**src/rtl/clen_pkg.sv**
```systemverilog
package clen_pkg;

  // Keyword "content-length:" is fifteen characters long
  localparam int unsigned KEY_LEN = 15;

  typedef enum logic [1:0] {
    KIND_BODY  = 2'd0,
    KIND_EMPTY = 2'd1,
    KIND_DROP  = 2'd2
  } kind_t;

  typedef enum logic [1:0] {
    STG_SEARCH = 2'd0,
    STG_SPACE  = 2'd1,
    STG_DIGITS = 2'd2,
    STG_DONE   = 2'd3
  } stage_t;

  typedef enum logic [2:0] {
    TERM_NONE   = 3'd0,
    TERM_CR     = 3'd1,
    TERM_CRLF   = 3'd2,
    TERM_LF     = 3'd3,
    TERM_CRLFCR = 3'd4
  } term_t;

  // Header parser state apart from the length value
  typedef struct packed {
    logic [3:0] kw_pos;
    stage_t     stage;
    term_t      term;
  } hdr_state_t;

  // What the parser reports for one header byte
  typedef struct packed {
    logic done;
    logic has_len;
  } hdr_event_t;

  typedef struct packed {
    logic       hit;
    logic [3:0] pos;
  } kw_scan_t;

  localparam hdr_state_t HDR_CLEAR = '{kw_pos: 4'd0, stage: STG_SEARCH, term: TERM_NONE};

  // Keyword character at a given position; positions past the end map to the start
  function automatic logic [7:0] kw_char(input logic [3:0] pos);
    logic [7:0] ch;
    case (pos)
      4'd0:    ch = 8'h63; // c
      4'd1:    ch = 8'h6f; // o
      4'd2:    ch = 8'h6e; // n
      4'd3:    ch = 8'h74; // t
      4'd4:    ch = 8'h65; // e
      4'd5:    ch = 8'h6e; // n
      4'd6:    ch = 8'h74; // t
      4'd7:    ch = 8'h2d; // -
      4'd8:    ch = 8'h6c; // l
      4'd9:    ch = 8'h65; // e
      4'd10:   ch = 8'h6e; // n
      4'd11:   ch = 8'h67; // g
      4'd12:   ch = 8'h74; // t
      4'd13:   ch = 8'h68; // h
      4'd14:   ch = 8'h3a; // :
      default: ch = 8'h63;
    endcase
    return ch;
  endfunction

  function automatic logic [7:0] to_lower(input logic [7:0] b);
    logic [7:0] r;
    r = b;
    if (b inside {[8'h41:8'h5a]}) r = b + 8'd32;
    return r;
  endfunction

  // Advance the keyword matcher by one lower-cased character
  function automatic kw_scan_t kw_step(input logic [3:0] pos, input logic [7:0] c);
    kw_scan_t   r;
    logic [3:0] p;
    p = (pos < 4'(KEY_LEN)) ? pos : 4'd0;
    r.hit = 1'b0;
    if (c == kw_char(p)) begin
      if (p == 4'(KEY_LEN - 1)) begin
        r.hit = 1'b1;
        r.pos = 4'd0;
      end else begin
        r.pos = p + 4'd1;
      end
    end else begin
      // the first keyword character occurs nowhere else in it
      r.pos = (c == kw_char(4'd0)) ? 4'd1 : 4'd0;
    end
    return r;
  endfunction

endpackage

```
**src/rtl/content_length_deframer.sv**
```systemverilog
// Channel  Direction  Ports                                    Moves
// in       input      in_valid, in_ready, in_data_byte         one raw stream byte
// out      output     out_valid, out_ready, out_kind,          body byte, empty frame
//                     out_body_byte, out_last_in_frame         or dropped header
//
// One byte per clock sustained while out_ready is high; not every byte gives a result.
// Every byte is decided combinationally between the input and the result register.
// Synchronous active-low reset clears the parser, the body counter and both valid flags.
// While out_ready is low the result holds, the input register fills, then in_ready drops.
module content_length_deframer
  import clen_pkg::*;
#(
  parameter int LEN_WIDTH = 24
) (
  input  logic       clk,
  input  logic       rst_n,
  input  logic       in_valid,
  output logic       in_ready,
  input  logic [7:0] in_data_byte,
  output logic       out_valid,
  input  logic       out_ready,
  output logic [1:0] out_kind,
  output logic [7:0] out_body_byte,
  output logic       out_last_in_frame
);

  logic                 in_valid_r;
  logic [7:0]           byte_r;
  logic                 adv;

  hdr_state_t           hdr_r;
  hdr_state_t           hdr_nxt;
  logic [LEN_WIDTH-1:0] len_r;
  logic [LEN_WIDTH-1:0] len_nxt;
  hdr_event_t           evt;

  logic                 in_body_r;
  logic                 in_body_nxt;
  logic [LEN_WIDTH-1:0] rem_r;
  logic [LEN_WIDTH-1:0] rem_nxt;
  logic [LEN_WIDTH-1:0] rem_dec;

  logic                 out_valid_r;
  kind_t                out_kind_r;
  logic [7:0]           out_byte_r;
  logic                 out_last_r;

  logic                 res_valid;
  kind_t                res_kind;
  logic [7:0]           res_byte;
  logic                 res_last;

  // Process the held byte when the result register is free
  assign adv      = in_valid_r && (!out_valid_r || out_ready);
  assign in_ready = !in_valid_r || adv;

  clen_header #(
    .LEN_WIDTH(LEN_WIDTH)
  ) u_header (
    .data_byte(byte_r),
    .cur      (hdr_r),
    .len_cur  (len_r),
    .nxt      (hdr_nxt),
    .len_nxt  (len_nxt),
    .evt      (evt)
  );

  assign rem_dec = (rem_r != '0) ? rem_r - LEN_WIDTH'(1) : rem_r;

  // Decide the result and the body counter for the held byte
  always_comb begin
    in_body_nxt = in_body_r;
    rem_nxt     = rem_r;
    res_valid   = 1'b0;
    res_kind    = KIND_BODY;
    res_byte    = 8'h00;
    res_last    = 1'b0;
    if (in_body_r) begin
      res_valid = 1'b1;
      res_byte  = byte_r;
      res_last  = (rem_dec == '0);
      rem_nxt   = rem_dec;
      if (rem_dec == '0) in_body_nxt = 1'b0;
    end else if (evt.done) begin
      if (!evt.has_len) begin
        res_valid = 1'b1;
        res_kind  = KIND_DROP;
      end else if (len_nxt == '0) begin
        res_valid = 1'b1;
        res_kind  = KIND_EMPTY;
        res_last  = 1'b1;
      end else begin
        in_body_nxt = 1'b1;
        rem_nxt     = len_nxt;
      end
    end
  end

  // Input register
  always_ff @(posedge clk) begin
    if (!rst_n) begin
      in_valid_r <= 1'b0;
    end else if (in_valid && in_ready) begin
      in_valid_r <= 1'b1;
    end else if (adv) begin
      in_valid_r <= 1'b0;
    end
    if (in_valid && in_ready) byte_r <= in_data_byte;
  end

  // Parser and body state
  always_ff @(posedge clk) begin
    if (!rst_n) begin
      hdr_r     <= HDR_CLEAR;
      len_r     <= '0;
      in_body_r <= 1'b0;
      rem_r     <= '0;
    end else if (adv) begin
      in_body_r <= in_body_nxt;
      rem_r     <= rem_nxt;
      if (in_body_r || evt.done) begin
        hdr_r <= HDR_CLEAR;
        len_r <= '0;
      end else begin
        hdr_r <= hdr_nxt;
        len_r <= len_nxt;
      end
    end
  end

  // Result register
  always_ff @(posedge clk) begin
    if (!rst_n) begin
      out_valid_r <= 1'b0;
    end else if (adv) begin
      out_valid_r <= res_valid;
    end else if (out_ready) begin
      out_valid_r <= 1'b0;
    end
    if (adv && res_valid) begin
      out_kind_r <= res_kind;
      out_byte_r <= res_byte;
      out_last_r <= res_last;
    end
  end

  assign out_valid         = out_valid_r;
  assign out_kind          = out_kind_r;
  assign out_body_byte     = out_byte_r;
  assign out_last_in_frame = out_last_r;

`ifndef SYNTH
  a_body_has_count: assert property (@(posedge clk) disable iff (!rst_n)
    in_body_r |-> rem_r != '0)
    else $error("body phase with zero bytes remaining");

  a_body_header_clear: assert property (@(posedge clk) disable iff (!rst_n)
    in_body_r |-> (hdr_r == HDR_CLEAR) && (len_r == '0))
    else $error("header parser not clear during body");

  a_kw_pos_range: assert property (@(posedge clk) disable iff (!rst_n)
    hdr_r.kw_pos < 4'(KEY_LEN))
    else $error("keyword position out of range");

  a_non_body_zero: assert property (@(posedge clk) disable iff (!rst_n)
    out_valid_r && out_kind_r != KIND_BODY |-> out_byte_r == 8'h00)
    else $error("non-body result carries a byte");

  a_drop_not_last: assert property (@(posedge clk) disable iff (!rst_n)
    out_valid_r && out_kind_r == KIND_DROP |-> !out_last_r)
    else $error("dropped header marked last");
`endif

endmodule

```
**src/rtl/clen_header.sv**
```systemverilog
module clen_header
  import clen_pkg::*;
#(
  parameter int LEN_WIDTH = 24
) (
  input  logic [7:0]           data_byte,
  input  hdr_state_t           cur,
  input  logic [LEN_WIDTH-1:0] len_cur,
  output hdr_state_t           nxt,
  output logic [LEN_WIDTH-1:0] len_nxt,
  output hdr_event_t           evt
);

  logic [7:0]           c;
  logic                 is_digit;
  logic                 is_space;
  logic [3:0]           digit;
  logic [LEN_WIDTH+3:0] len_ext;
  logic [LEN_WIDTH+3:0] len_mac;
  kw_scan_t             scan_cont;
  kw_scan_t             scan_fresh;
  hdr_state_t           upd;
  term_t                term_nxt;
  logic                 term_done;

  // Classify the byte
  assign c        = to_lower(data_byte);
  assign is_digit = data_byte inside {[8'h30:8'h39]};
  assign is_space = (data_byte == 8'h20) || (data_byte inside {[8'h09:8'h0d]});
  assign digit    = data_byte[3:0];

  // Multiply by ten and add the digit; four extra bits stop a wrap
  assign len_ext = {4'b0, len_cur};
  assign len_mac = (len_ext << 3) + (len_ext << 1) + {{LEN_WIDTH{1'b0}}, digit};

  assign scan_cont  = kw_step(cur.kw_pos, c);
  assign scan_fresh = kw_step(4'd0, c);

  // Track keyword, whitespace and digits
  always_comb begin
    upd     = cur;
    len_nxt = len_cur;
    case (cur.stage)
      STG_SEARCH: begin
        upd.kw_pos = scan_cont.pos;
        if (scan_cont.hit) upd.stage = STG_SPACE;
      end
      STG_SPACE: begin
        if (is_digit) begin
          len_nxt   = LEN_WIDTH'(digit);
          upd.stage = STG_DIGITS;
        end else if (!is_space) begin
          // restart the search at this byte
          upd.kw_pos = scan_fresh.pos;
          upd.stage  = scan_fresh.hit ? STG_SPACE : STG_SEARCH;
        end
      end
      STG_DIGITS: begin
        if (is_digit) begin
          if (|len_mac[LEN_WIDTH+3:LEN_WIDTH]) len_nxt = '1;
          else len_nxt = len_mac[LEN_WIDTH-1:0];
        end else begin
          upd.stage = STG_DONE;
        end
      end
      default: ;
    endcase
  end

  // Track the blank line that ends the header
  always_comb begin
    term_done = 1'b0;
    term_nxt  = TERM_NONE;
    if (data_byte == 8'h0a) begin
      if (cur.term == TERM_CRLF || cur.term == TERM_LF || cur.term == TERM_CRLFCR) begin
        term_done = 1'b1;
      end else begin
        term_nxt = (cur.term == TERM_CR) ? TERM_CRLF : TERM_LF;
      end
    end else if (data_byte == 8'h0d) begin
      term_nxt = (cur.term == TERM_CRLF) ? TERM_CRLFCR : TERM_CR;
    end
  end

  // Report the header event; clear the parser when the header ends
  always_comb begin
    evt.done    = term_done;
    evt.has_len = (upd.stage == STG_DIGITS) || (upd.stage == STG_DONE);
    nxt         = upd;
    nxt.term    = term_nxt;
    if (term_done) nxt = HDR_CLEAR;
  end

endmodule

```
**config.mk**
```make
export PLATFORM = sky130hd
export DESIGN_NAME = content_length_deframer
export DESIGN_NICKNAME = d
export VERILOG_FILES = /design/src/rtl/clen_pkg.sv /design/src/rtl/content_length_deframer.sv /design/src/rtl/clen_header.sv
export SDC_FILE = /design/constraint.sdc
export NUM_CORES = 1
export LEC_CHECK = 0
export BUFFER_PORTS_ARGS = -buffer_cell sky130_fd_sc_hd__buf_4
export CAP_MARGIN = 15
export CORE_MARGIN = 5
export CORE_UTILIZATION = 40
export CTS_BUF_LIST = sky130_fd_sc_hd__clkbuf_4
export DETAILED_ROUTE_END_ITERATION = 10
export SLEW_MARGIN = 20
export SYNTH_ARGS = -nofsm -noshare
export SYNTH_HDL_FRONTEND = slang
export SYNTH_SLANG_ARGS = --single-unit
```
**constraint.sdc**
```tcl
create_clock -name clk -period 9.2 [get_ports clk]
set_clock_uncertainty 0.05 [all_clocks]
set_input_delay 0 -clock clk [delete_from_list [all_inputs] [get_ports clk]]
set_output_delay 0 -clock clk [all_outputs]
set_load 0.01 [all_outputs]
```
==> summary.md, run 1 <==
| Metric | Value |
|---|---|
| Outcome | `finished, final reports clean` |
| RSZ-0062 raised after global routing | `false` |
| Net Count, Synth | `about 1,000` |
| TritonCTS clock tree | `built` |
| Ys async rst share | `0` |
| Final period util | `0.5844` |
| Synthesized instance count | `930` |
| Max cap viols | `0` |
| Number of placed instances, taps included | `between 1,000 and 1,500` |
| Setup TNS | `0 ns` |
| # H-tree levels | `3` |
| Global route overflow | `0` |
| Leak | `3.156 nW` |
| Fin. Hold Viols | `0` |
| Vias per inst | `6.164` |
| First-pass GRT wire length | `about 35,000 µm` |
| Pwr per Cell Area | `~84 nW/µm²` |
| Antenna violations before repair | `0` |
| Reg clk slew, reported paths | `about 0.13 ns` |
| Arrival @ worst endpoint | `approximately 5.4 ns` |
| Clock buffer depth | `2` |
| Fill count | `about 1,900` |
| Clock latency on the worst-skew pair | `approximately 0.47 ns` |
| Die footprint | `20,960 µm²` |
| Initial DRC Count | `601` |
| YS warnings | `0` |
| Clk sinks | `79` |
| Hold Path Class | `in2reg` |
| Core Rows | `slightly below 50` |
| Routed len/inst | `around 19 µm` |
| Synth cell count leaders | `92 x a21oi_1, 85 x nor2_1, 82 x nand2_1` |
| DRC | `0` |
| CP startpoint kind | `flop` |
| Core area | `between 15,000 and 20,000 µm²` |
| Post-layout minimum cycle time | `between 5 and 6 ns` |
| Starting Density | `0.4058` |
| I/O Pins | `25` |
| Die Ht | `approximately 140 µm` |
| Vias | `just over 7,000` |
| Number of flops mapped to enable cells by yosys | `19` |
| Antenna Nets Post-Route | `0` |
| Count of final setup violators | `0` |
| CTS Buf Count | `9` |
| Synthesized area | `around 7300 µm²` |
| Post-synth top area cell | `dfxtp_1` |
| Largest net degree at the start of global routing | `57` |
| Die width | `around 140 µm` |
| Drt first pass iters | `6` |
| Total track usage | `0.2107` |
| Synth area leaders | `dfxtp_1 17%, ha_1 11%, edfxtp_1 7.9%, a21oi_1 6.3%, nor2_1 4.4%` |
| Max_slew headroom | `0.3006` |
| Synth cell types | `just under 90` |
| Most common cell in the netlist | `a21oi_1` |
| Seq/Total Area, Yosys | `0.2439` |
| Post-DP HPWL | `~16,000 µm` |
| Routability Congestion | `~0.94` |
| Peak supply drop | `about 0.081 mV` |
| Port Buf Inserts | `24` |
| Routed wire length | `between 20,000 and 25,000 µm` |
| Clock Tree Root | `clkbuf_4` |
| Vias in the first global route | `between 6,000 and 7,000` |
| Worst-Margin Slew | `approximately 1.0 ns` |
| Layout Nets | `~1,000` |
| Top cell type's share of synthesized area | `0.1653` |
| Critical path peak fanout | `14` |
| Fmax | `~0.19 GHz` |
| Layout cells sized above 1 | `0.09023` |
| Syn_area_per_cell | `7.811 µm²` |
| Critical setup path kind | `reg2reg` |
| Layout area overhead | `7.682%` |
| Post-synthesis register bit count | `79` |
| Final Instance Area | `7823 µm²` |
| Post-DP Area | `between 7000 and 8000 µm²` |
| Non-filler cells, final | `roughly 1,200` |
| CP endpoint kind | `flop` |
| Required @ worst endpoint | `~9.3 ns` |
| Post-synth top flop | `dfxtp_1` |
| # Post-CTS Setup Buffers | `0` |
| Slew Limit Fails | `0` |
-- final cells by class --
cell class / count / area (µm²) / area share
antenna: 1 / 2.502 / 0.0003199
tap: 229 / 286.5 / 0.03663
multi-input combinational: 764 / 5146 / 0.6579
clock buffer: 10 / 75.07 / 0.009597
timing repair buffer: 44 / 365.4 / 0.04671
clock inverter: 6 / 70.07 / 0.008957
inverter: 28 / 105.1 / 0.01344
sequential: 79 / 1772 / 0.2265
-- final timing paths --
path	to	start	depth (start not counted)	slack (ns)
hold reg to reg	rem_r[18]	rem_r[18]	2	0.47
setup reg to reg	out_body_byte[6]	byte_r[3]	13	3.82
hold / removal	byte_r[4]	in_data_byte[4]	2	0.20
setup / recovery	out_body_byte[6]	byte_r[3]	13	3.82
-- logic make-up after synthesis --
logic type / count (synthesis) / share of synthesized area
fa+ha+maj: 65 / 0.1140
compound gates: 319 / 0.3000
buf+inv: 87 / 0.04874
simple gates: 352 / 0.2561
mux: 9 / 0.01430
flops: 79 / 0.2439
xor+xnor: 19 / 0.02291
-- report_power, final --
group | total (mW) | internal [mW] | switching, mW
registers | 0.369 | 0.359 | 0.0105
clock network | 0.226 | 0.0873 | 0.138
logic | 0.0590 | 0.0225 | 0.0365
total | 0.654 | 0.468 | 0.185
-- sequential cells by signal, indices dropped and copies added (netlist names) --
register / count
in_body_r: 1
out_valid: 1
out_body_byte: 8
rem_r: 24
hdr_r: 9
len_r: 24
out_kind: 2
in_valid_r: 1
byte_r: 8
out_last_in_frame: 1
-- placed cells by master (no fill, tap or decap), drive strengths merged, types with 10 or more instances in the layout --
cell	Yosys	routed
nor2	85	85
o21a	12	12
a21o	24	24
nor3	28	28
inv	27	28
nand3	17	17
a22oi	24	24
and2	17	17
edfxtp	19	19
o21ai	54	54
or4	17	17
ha	63	63
buf	16	30
nor2b	10	10
nor4	17	17
dfxtp	60	60
nand2	86	86
or3	13	13
o22ai	12	12
a21oi	92	92
dlygate4sd3	0	14
nand4	11	11
xnor2	15	15
clkbuf	43	10
-- worst max-delay path, stage by stage, from the launching register on --
cell and delay (ns):
edfxtp_1 0.61, fa_1 0.64, inv_1 0.07, fa_1 0.45, nor2b_1 0.18, o2111ai_1 0.20
a211oi_1 0.44, o21ai_0 0.24, o21ai_0 0.28, o22ai_1 0.12, or4_4 0.56, o311ai_4 0.30
a31oi_1 0.18, nor2_1 0.71
-- per-layer routing --
metal | share of wire | wire, µm | GRT usage
met3 | 0.063 | 1385 | 0.04239
met1 | 0.48 | 10680 | 0.2995
met2 | 0.44 | 9719 | 0.3289
met4 | 0.015 | 323 | 0.04958
met5 | 0 | 0 | 0
-- timing repair --
item / in CTS / in global routing
hold buffers: 14 / 0
gates resized for setup: 0 / 0
endpoints found under the hold margin: 26 / 0
-- stage by stage --
step	total power, mW	setup slack [ns]	hold slack, ns	utilization
detailed placement	0.4300	3.875	0.1307	0.4209
finish	0.6536	3.824	0.1993	0.4370
global placement	0.4302	4.047	0.1284	0.4209
global route	0.6802	3.362	0.1900	0.4368
floorplan	0.4127	4.687	0.04887	-
CTS	0.6579	3.830	0.1829	0.4368
No activity file was read; power rests on OpenSTA's default activity.
==> run 2, diff against run 1 <==
clock period = 5.1 ns   (was 9.2 ns; I/O delays follow)
==> run 2 against run 1 <==
- design area rose by 0.46%
- critical path depth rose by 1
- core utilization increased by 0.20 points
- via count up 0.84%
- flip-flop and latch count stayed put
- worst hold slack worse by 0.0022 ns
- combinational power grew 98%
- sequential power increased by 79%
- cell count rose by 0.52%
- maximum frequency is 12% higher
- worst setup slack worse by 3.5 ns
- largest cell class unchanged
==> summary.md, run 2 (synthesis gave the netlist of run 1 again) <==
| Metric | Value |
|---|---|
| Vias in the first global route | `6,447 (-1.1%)` |
| Critical Path Stages | `14 (+1)` |
| Routed wire length | `21,780 µm (-1.5%)` |
| Worst-Margin Slew | `0.9532 ns (-0.09378 ns)` |
| Most common cell after layout, fill and taps aside | `a21oi_1` |
| Starting Density | `0.4058 (unchanged)` |
| Vias | `7,216 (+0.84%)` |
| Leak | `3.172 nW (+0.51%)` |
| Layout area overhead | `8.181%` |
| Largest net degree at the start of global routing | `39 (-32%)` |
| Clk sinks | `79 (unchanged)` |
| Initial DRC Count | `617 (+2.7%)` |
| Critical-path cell list | `fa_1 -> inv_1 -> fa_1 -> nor2b_1 -> o2111ai_1 -> a211oi_2 -> o21ai_0 -> o21ai_0 -> o22ai_1 -> or4_4 -> o311ai_4 -> a31oi_1 -> o21ai_0 -> dlygate4sd3_1` |
| Hold Crit Start | `in_data_byte[0]` |
| Number of placed instances, taps included | `1,136 (+0.53%)` |
| # H-tree levels | `3 (unchanged)` |
| CP startpoint kind | `flop` |
| Critical setup path kind | `reg2reg` |
| Non-filler cells, final | `1,167 (+0.52%)` |
| Top cell by count, worst path | `o21ai_0` |
| Hold Path Depth | `2 (unchanged)` |
| TritonCTS clock tree | `built` |
| Commonest non-fill, non-tap cells in the layout | `92 x a21oi_1, 85 x nor2_1, 82 x nand2_1` |
| Arrival @ worst endpoint | `5.16 ns (-0.27 ns)` |
| Post-DP HPWL | `16,400 µm (+0.27%)` |
| CP max stage cell | `fa_1` |
| Core Rows | `49 (unchanged)` |
| Max incr delay on CP | `0.58 ns (-0.13 ns)` |
| Crit-path leading delay family | `compound AO/OA/AOI/OAI gates` |
| Outcome | `finished, final reports clean` |
| Layout cells sized above 1 | `0.09819 (+0.007960)` |
| Worst reg2reg path startpoint | `byte_r[3]` |
| Clock Tree Root | `clkbuf_4` |
| Clock latency on the worst-skew pair | `0.47 ns (about the same)` |
| DRC | `0 (unchanged)` |
| Critical path peak fanout | `4 (-10)` |
| # Post-CTS Setup Buffers | `0 (unchanged)` |
| R2r worst-path depth | `14 (+1)` |
| Die Ht | `144.8 µm (unchanged)` |
| Post-layout minimum cycle time | `4.781 ns (-0.5955 ns)` |
| Crit. Startpoint | `byte_r[3]` |
| Total track usage | `0.2088 (-0.001888)` |
| Drt first pass iters | `5 (-1)` |
| Max_slew headroom | `0.3624 (+0.06189)` |
| Pwr per Cell Area | `144.0 nW/µm² (+72%)` |
| Antenna violations before repair | `1 (+1)` |
| Global route overflow | `0 (unchanged)` |
| Antenna Nets Post-Route | `0 (unchanged)` |
| Core area | `17,900 µm² (unchanged)` |
| WP buf/inv | `2 (+1)` |
| RSZ-0062 raised after global routing | `false` |
| Count of final setup violators | `0 (unchanged)` |
| Die footprint | `20,960 µm² (unchanged)` |
| Fmax | `0.2092 GHz (+12%)` |
| Setup TNS | `0 ns (unchanged)` |
| Routability Congestion | `0.9208 (-2.0%)` |
| First-pass GRT wire length | `34,600 µm (-1.1%)` |
| Largest regs | `len_r: 24 flops, rem_r: 24 flops, hdr_r: 9 flops` |
| Max cap viols | `0 (unchanged)` |
| Vias per inst | `6.183 (+0.32%)` |
| Clock buffer depth | `2 (unchanged)` |
| Layout Nets | `1,009 (+0.60%)` |
| I/O Pins | `25 (unchanged)` |
| Final period util | `0.9374 (+0.3530)` |
| Die width | `144.8 µm (unchanged)` |
| Hold Path Class | `in2reg` |
| Reg clk slew, reported paths | `0.14 ns (about the same)` |
| Required @ worst endpoint | `5.48 ns (-3.78 ns)` |
| CTS Buf Count | `9 (unchanged)` |
| Peak supply drop | `0.1636 mV (+100%)` |
| CP endpoint kind | `flop` |
| Fin. Hold Viols | `0 (unchanged)` |
| Slew Limit Fails | `0 (unchanged)` |
| Port Buf Inserts | `24 (unchanged)` |
| Routed len/inst | `18.66 µm (-2.0%)` |
-- run 2: through the flow --
stage          instance area [µm²]  hold WS (ns)  utilization  setup slack, ns  total power [mW]
3_3_place_gp                  7586        0.1292       0.4237           0.3420            0.7798
4_1_cts                       7850        0.1696       0.4385           0.1959             1.140
6_report                      7859        0.1971       0.4390           0.3193             1.131
3_5_place_dp                  7586        0.1295       0.4237           0.2304            0.7801
2_1_floorplan                 7264       0.04887            -           0.5868            0.7444
5_1_grt                       7859        0.1744       0.4390          0.05746             1.179
-- run 2: worst register-to-register path, delay by kind of cell (launching register included) --
family / cells / cell delay [ns]
buf+inv: 2 / 0.62
flops: 1 / 0.45
simple gates: 2 / 0.72
compound gates: 8 / 1.86
fa+ha+maj: 2 / 1.04
-- run 2: area by class of cell --
class	count	area, µm²
diodes	1	2.502
clock buffers	9	67.56
clock inverters	7	56.30
fillers	1808	10040
inverters	28	105.1
multi-input cells	764	5159
flip-flops and latches	79	1772
well taps	229	286.5
repair buffers	50	410.4
-- run 2: what timing repair did --
item,CTS,global route
gates resized for setup,0,2
endpoints found under the setup margin,0,5
hold endpoints to repair,28,0
hold buffers,14,0
-- run 2: path summary, 6_finish.rpt --
kind         slack (ns)        end
max                0.32  out_valid
min reg2reg        0.46  rem_r[23]
min                0.20  byte_r[0]
max reg2reg        0.32  out_valid
-- run 2: routing by layer --
layer,up-vias,track usage,part of all wire
met5,-,0,0
met4,0,0.05351,0.015
met3,24,0.03221,0.059
met2,228,0.3318,0.45
met1,3441,0.2963,0.48
li1,3523,-,-
-- run 2: where the power goes --
part	total, mW	internal (mW)	switching (mW)
registers	0.659	0.647	0.0125
clock network	0.356	0.105	0.251
logic	0.117	0.0432	0.0734
==> run 3, diff against run 2 <==
CELL_PAD_IN_SITES_DETAIL_PLACEMENT = 1   (was not set)
CELL_PAD_IN_SITES_GLOBAL_PLACEMENT = 2   (was not set)
CORE_MARGIN = not set   (was 5)
CORE_UTILIZATION = 39   (was 40)
PLACE_DENSITY_LB_ADDON = 0.1   (was not set)
==> run 3 against run 2 <==
- the flow now finishes with violations (DRC)
- design area grew 1.4%
- count of clock-buffer cells in the layout grew 1
- maximum frequency shrank 0.68%
- first-iteration DRC count shrank 32%
- power grew 9.2%
- worst hold slack gained 0.0014 ns
- critical path type unchanged
- highest routed layer unchanged
==> summary.md, run 3 (synthesis gave the netlist of run 1 again) <==
| Metric | Value |
|---|---|
| Max cap viols | `0 (unchanged)` |
| CP max stage cell | `or4_4` |
| Initial DRC Count | `417 (-32%)` |
| Worst-Margin Slew | `0.7659 ns (-0.1874 ns)` |
| Die width | `138.5 µm (-4.3%)` |
| TritonCTS clock tree | `built` |
| Drt first pass iters | `10 (+5)` |
| Layout Nets | `1,017 (+0.79%)` |
| Largest net degree at the start of global routing | `57 (+46%)` |
| Clk sinks | `79 (unchanged)` |
| Outcome | `complete, but fails checks` |
| Fmax | `0.2077 GHz (-0.68%)` |
| Total track usage | `0.2710 (+0.06218)` |
| Arrival @ worst endpoint | `5.20 ns (+0.04 ns)` |
| Leak | `3.230 nW (+1.8%)` |
| Clock latency on the worst-skew pair | `0.49 ns (+0.02 ns)` |
| CP endpoint kind | `flop` |
| Fill count | `2,207 (+22%)` |
| Fin util | `0.4405 (+0.001485)` |
| Routed len/inst | `21.76 µm (+17%)` |
| Met1 Routed Length | `11,460 µm (+10%)` |
| Clock Tree Root | `clkbuf_4` |
| Violated checks | `DRC` |
| Final hold slack | `0.1986 ns (+0.001448 ns)` |
| Port Buf Inserts | `24 (unchanged)` |
| Critical-path cell list | `fa_1 -> ha_1 -> a21o_1 -> and4_1 -> o21ai_0 -> nand2_1 -> xnor2_1 -> nand4_1 -> or4_4 -> o311ai_4 -> a31oi_4 -> o21ai_0 -> dlygate4sd3_1` |
| Highest Signal Layer | `met4` |
| Layout cells sized above 1 | `0.1058 (+0.007634)` |
| Met2 wire length | `12,210 µm (+25%)` |
| Global route overflow | `0 (unchanged)` |
| Reg clk slew, reported paths | `0.15 ns (about the same)` |
| Layout area overhead | `9.662%` |
| Post-layout minimum cycle time | `4.814 ns (+0.03283 ns)` |
| I/O Pins | `25 (unchanged)` |
| First-pass GRT wire length | `41,380 µm (+20%)` |
| Core area | `18,090 µm² (+1.0%)` |
| Largest regs | `len_r: 24 flops, rem_r: 24 flops, hdr_r: 9 flops` |
| Critical setup path kind | `reg2reg` |
| Number of placed instances, taps included | `1,141 (+0.44%)` |
| Top cell by count, worst path | `o21ai_0` |
| Hold Path Class | `in2reg` |
| Routed wire length | `25,570 µm (+17%)` |
| Peak supply drop | `0.1240 mV (-24%)` |
| CTS Buf Count | `9 (unchanged)` |
| Clock buffer depth | `2 (unchanged)` |
| RSZ-0062 raised after global routing | `false` |
| Antenna Nets Post-Route | `0 (unchanged)` |
| Fin. Hold Viols | `0 (unchanged)` |
| Count of final setup violators | `0 (unchanged)` |
| Post-DP Area | `7617 µm² (+0.41%)` |
| Final Instance Area | `7966 µm² (+1.4%)` |
| Most common cell after layout, fill and taps aside | `a21oi_1` |
| Die footprint | `19,180 µm² (-8.5%)` |
| # H-tree levels | `3 (unchanged)` |
| Slew Limit Fails | `0 (unchanged)` |
| Antenna violations before repair | `1 (unchanged)` |
| Pwr per Cell Area | `155.1 nW/µm² (+7.7%)` |
| Max incr delay on CP | `0.59 ns (about the same)` |
| Routability Congestion | `0.8613 (-6.5%)` |
| Non-filler cells, final | `1,175 (+0.69%)` |
| Final period util | `0.9438 (+0.006437)` |
| Starting Density | `0.4017 (-0.004127)` |
| Required @ worst endpoint | `5.48 ns (about the same)` |
| Metal3 WL | `954 µm (-26%)` |
| Setup TNS | `0 ns (unchanged)` |
| Max_slew headroom | `0.4875 (+0.1251)` |
| Core Rows | `49 (unchanged)` |
| Die Ht | `138.5 µm (-4.3%)` |
| Vias in the first global route | `7,616 (+18%)` |
| Vias per inst | `6.307 (+2.0%)` |
| Post-DP HPWL | `19,520 µm (+19%)` |
| DRC | `7 (+7)` |
| Commonest non-fill, non-tap cells in the layout | `91 x a21oi_1, 85 x nor2_1, 82 x nand2_1` |
| Vias | `7,411 (+2.7%)` |
| CP startpoint kind | `flop` |
| Critical path peak fanout | `4 (unchanged)` |
run 3: changes by cell type in the layout (fill, tap and decap cells not counted), sizes merged:
cell      before  now
buf           36   44
bufinv         0    2
clkbuf         9   10
clkinv         3    4
clkinvlp       2    1
inv           30   27
run 3: per-layer routing:
metal | global-route usage | up-vias
met2 | 0.4544 | 192
met4 | 0.1183 | 0
met5 | 0 | -
li1 | - | 3533
met3 | 0.04157 | 59
met1 | 0.3442 | 3627
run 3: cell type report:
class / instances / area, µm² / share of cell area
sequential: 79 / 1772 / 0.2224
timing repair buffer: 58 / 470.5 / 0.05905
clock buffer: 10 / 75.07 / 0.009424
tap: 229 / 286.5 / 0.03597
antenna: 1 / 2.502 / 0.0003141
multi-input combinational: 764 / 5170 / 0.6490
inverter: 28 / 105.1 / 0.01319
clock inverter: 6 / 85.08 / 0.01068
run 3: worst max-delay path, delay by kind of cell, from the launching register on:
| family | cells | cell delay [ns] |
|---|---|---|
| fa+ha+maj | 2 | 0.82 |
| compound gates | 5 | 1.37 |
| simple gates | 4 | 1.14 |
| xor+xnor | 1 | 0.37 |
| flops | 1 | 0.46 |
| buf+inv | 1 | 0.56 |
run 3: where the power goes:
| part | internal (mW) | total [mW] | switching, mW |
|---|---|---|---|
| clock | 0.203 | 0.454 | 0.251 |
| combinational | 0.0439 | 0.122 | 0.0778 |
| sequential | 0.647 | 0.660 | 0.0129 |
| total | 0.893 | 1.24 | 0.342 |
run 3: timing repair:
item,4_1_cts,5_1_grt
hold buffers,14,0
endpoints found under the hold margin,27,0
resized for setup,0,7
setup buffers,0,3
setup endpoints to repair,0,35
run 3: final timing paths:
| path | start | to | slack, ns | cells after the start |
|---|---|---|---|---|
| setup reg to reg | byte_r[3] | out_valid | 0.29 | 13 |
| hold reg to reg | rem_r[8] | rem_r[8] | 0.47 | 2 |
| hold / removal | in_data_byte[0] | byte_r[0] | 0.20 | 2 |
| setup / recovery | byte_r[3] | out_valid | 0.29 | 13 |
run 3: stage by stage:
stage | power (mW) | worst slack, ns
4_1_cts | 1.246 | 0.08096
5_1_grt | 1.282 | 0.02298
3_5_place_dp | 0.7856 | 0.2132
2_1_floorplan | 0.7444 | 0.5868
6_report | 1.235 | 0.2865
3_3_place_gp | 0.7817 | 0.4130
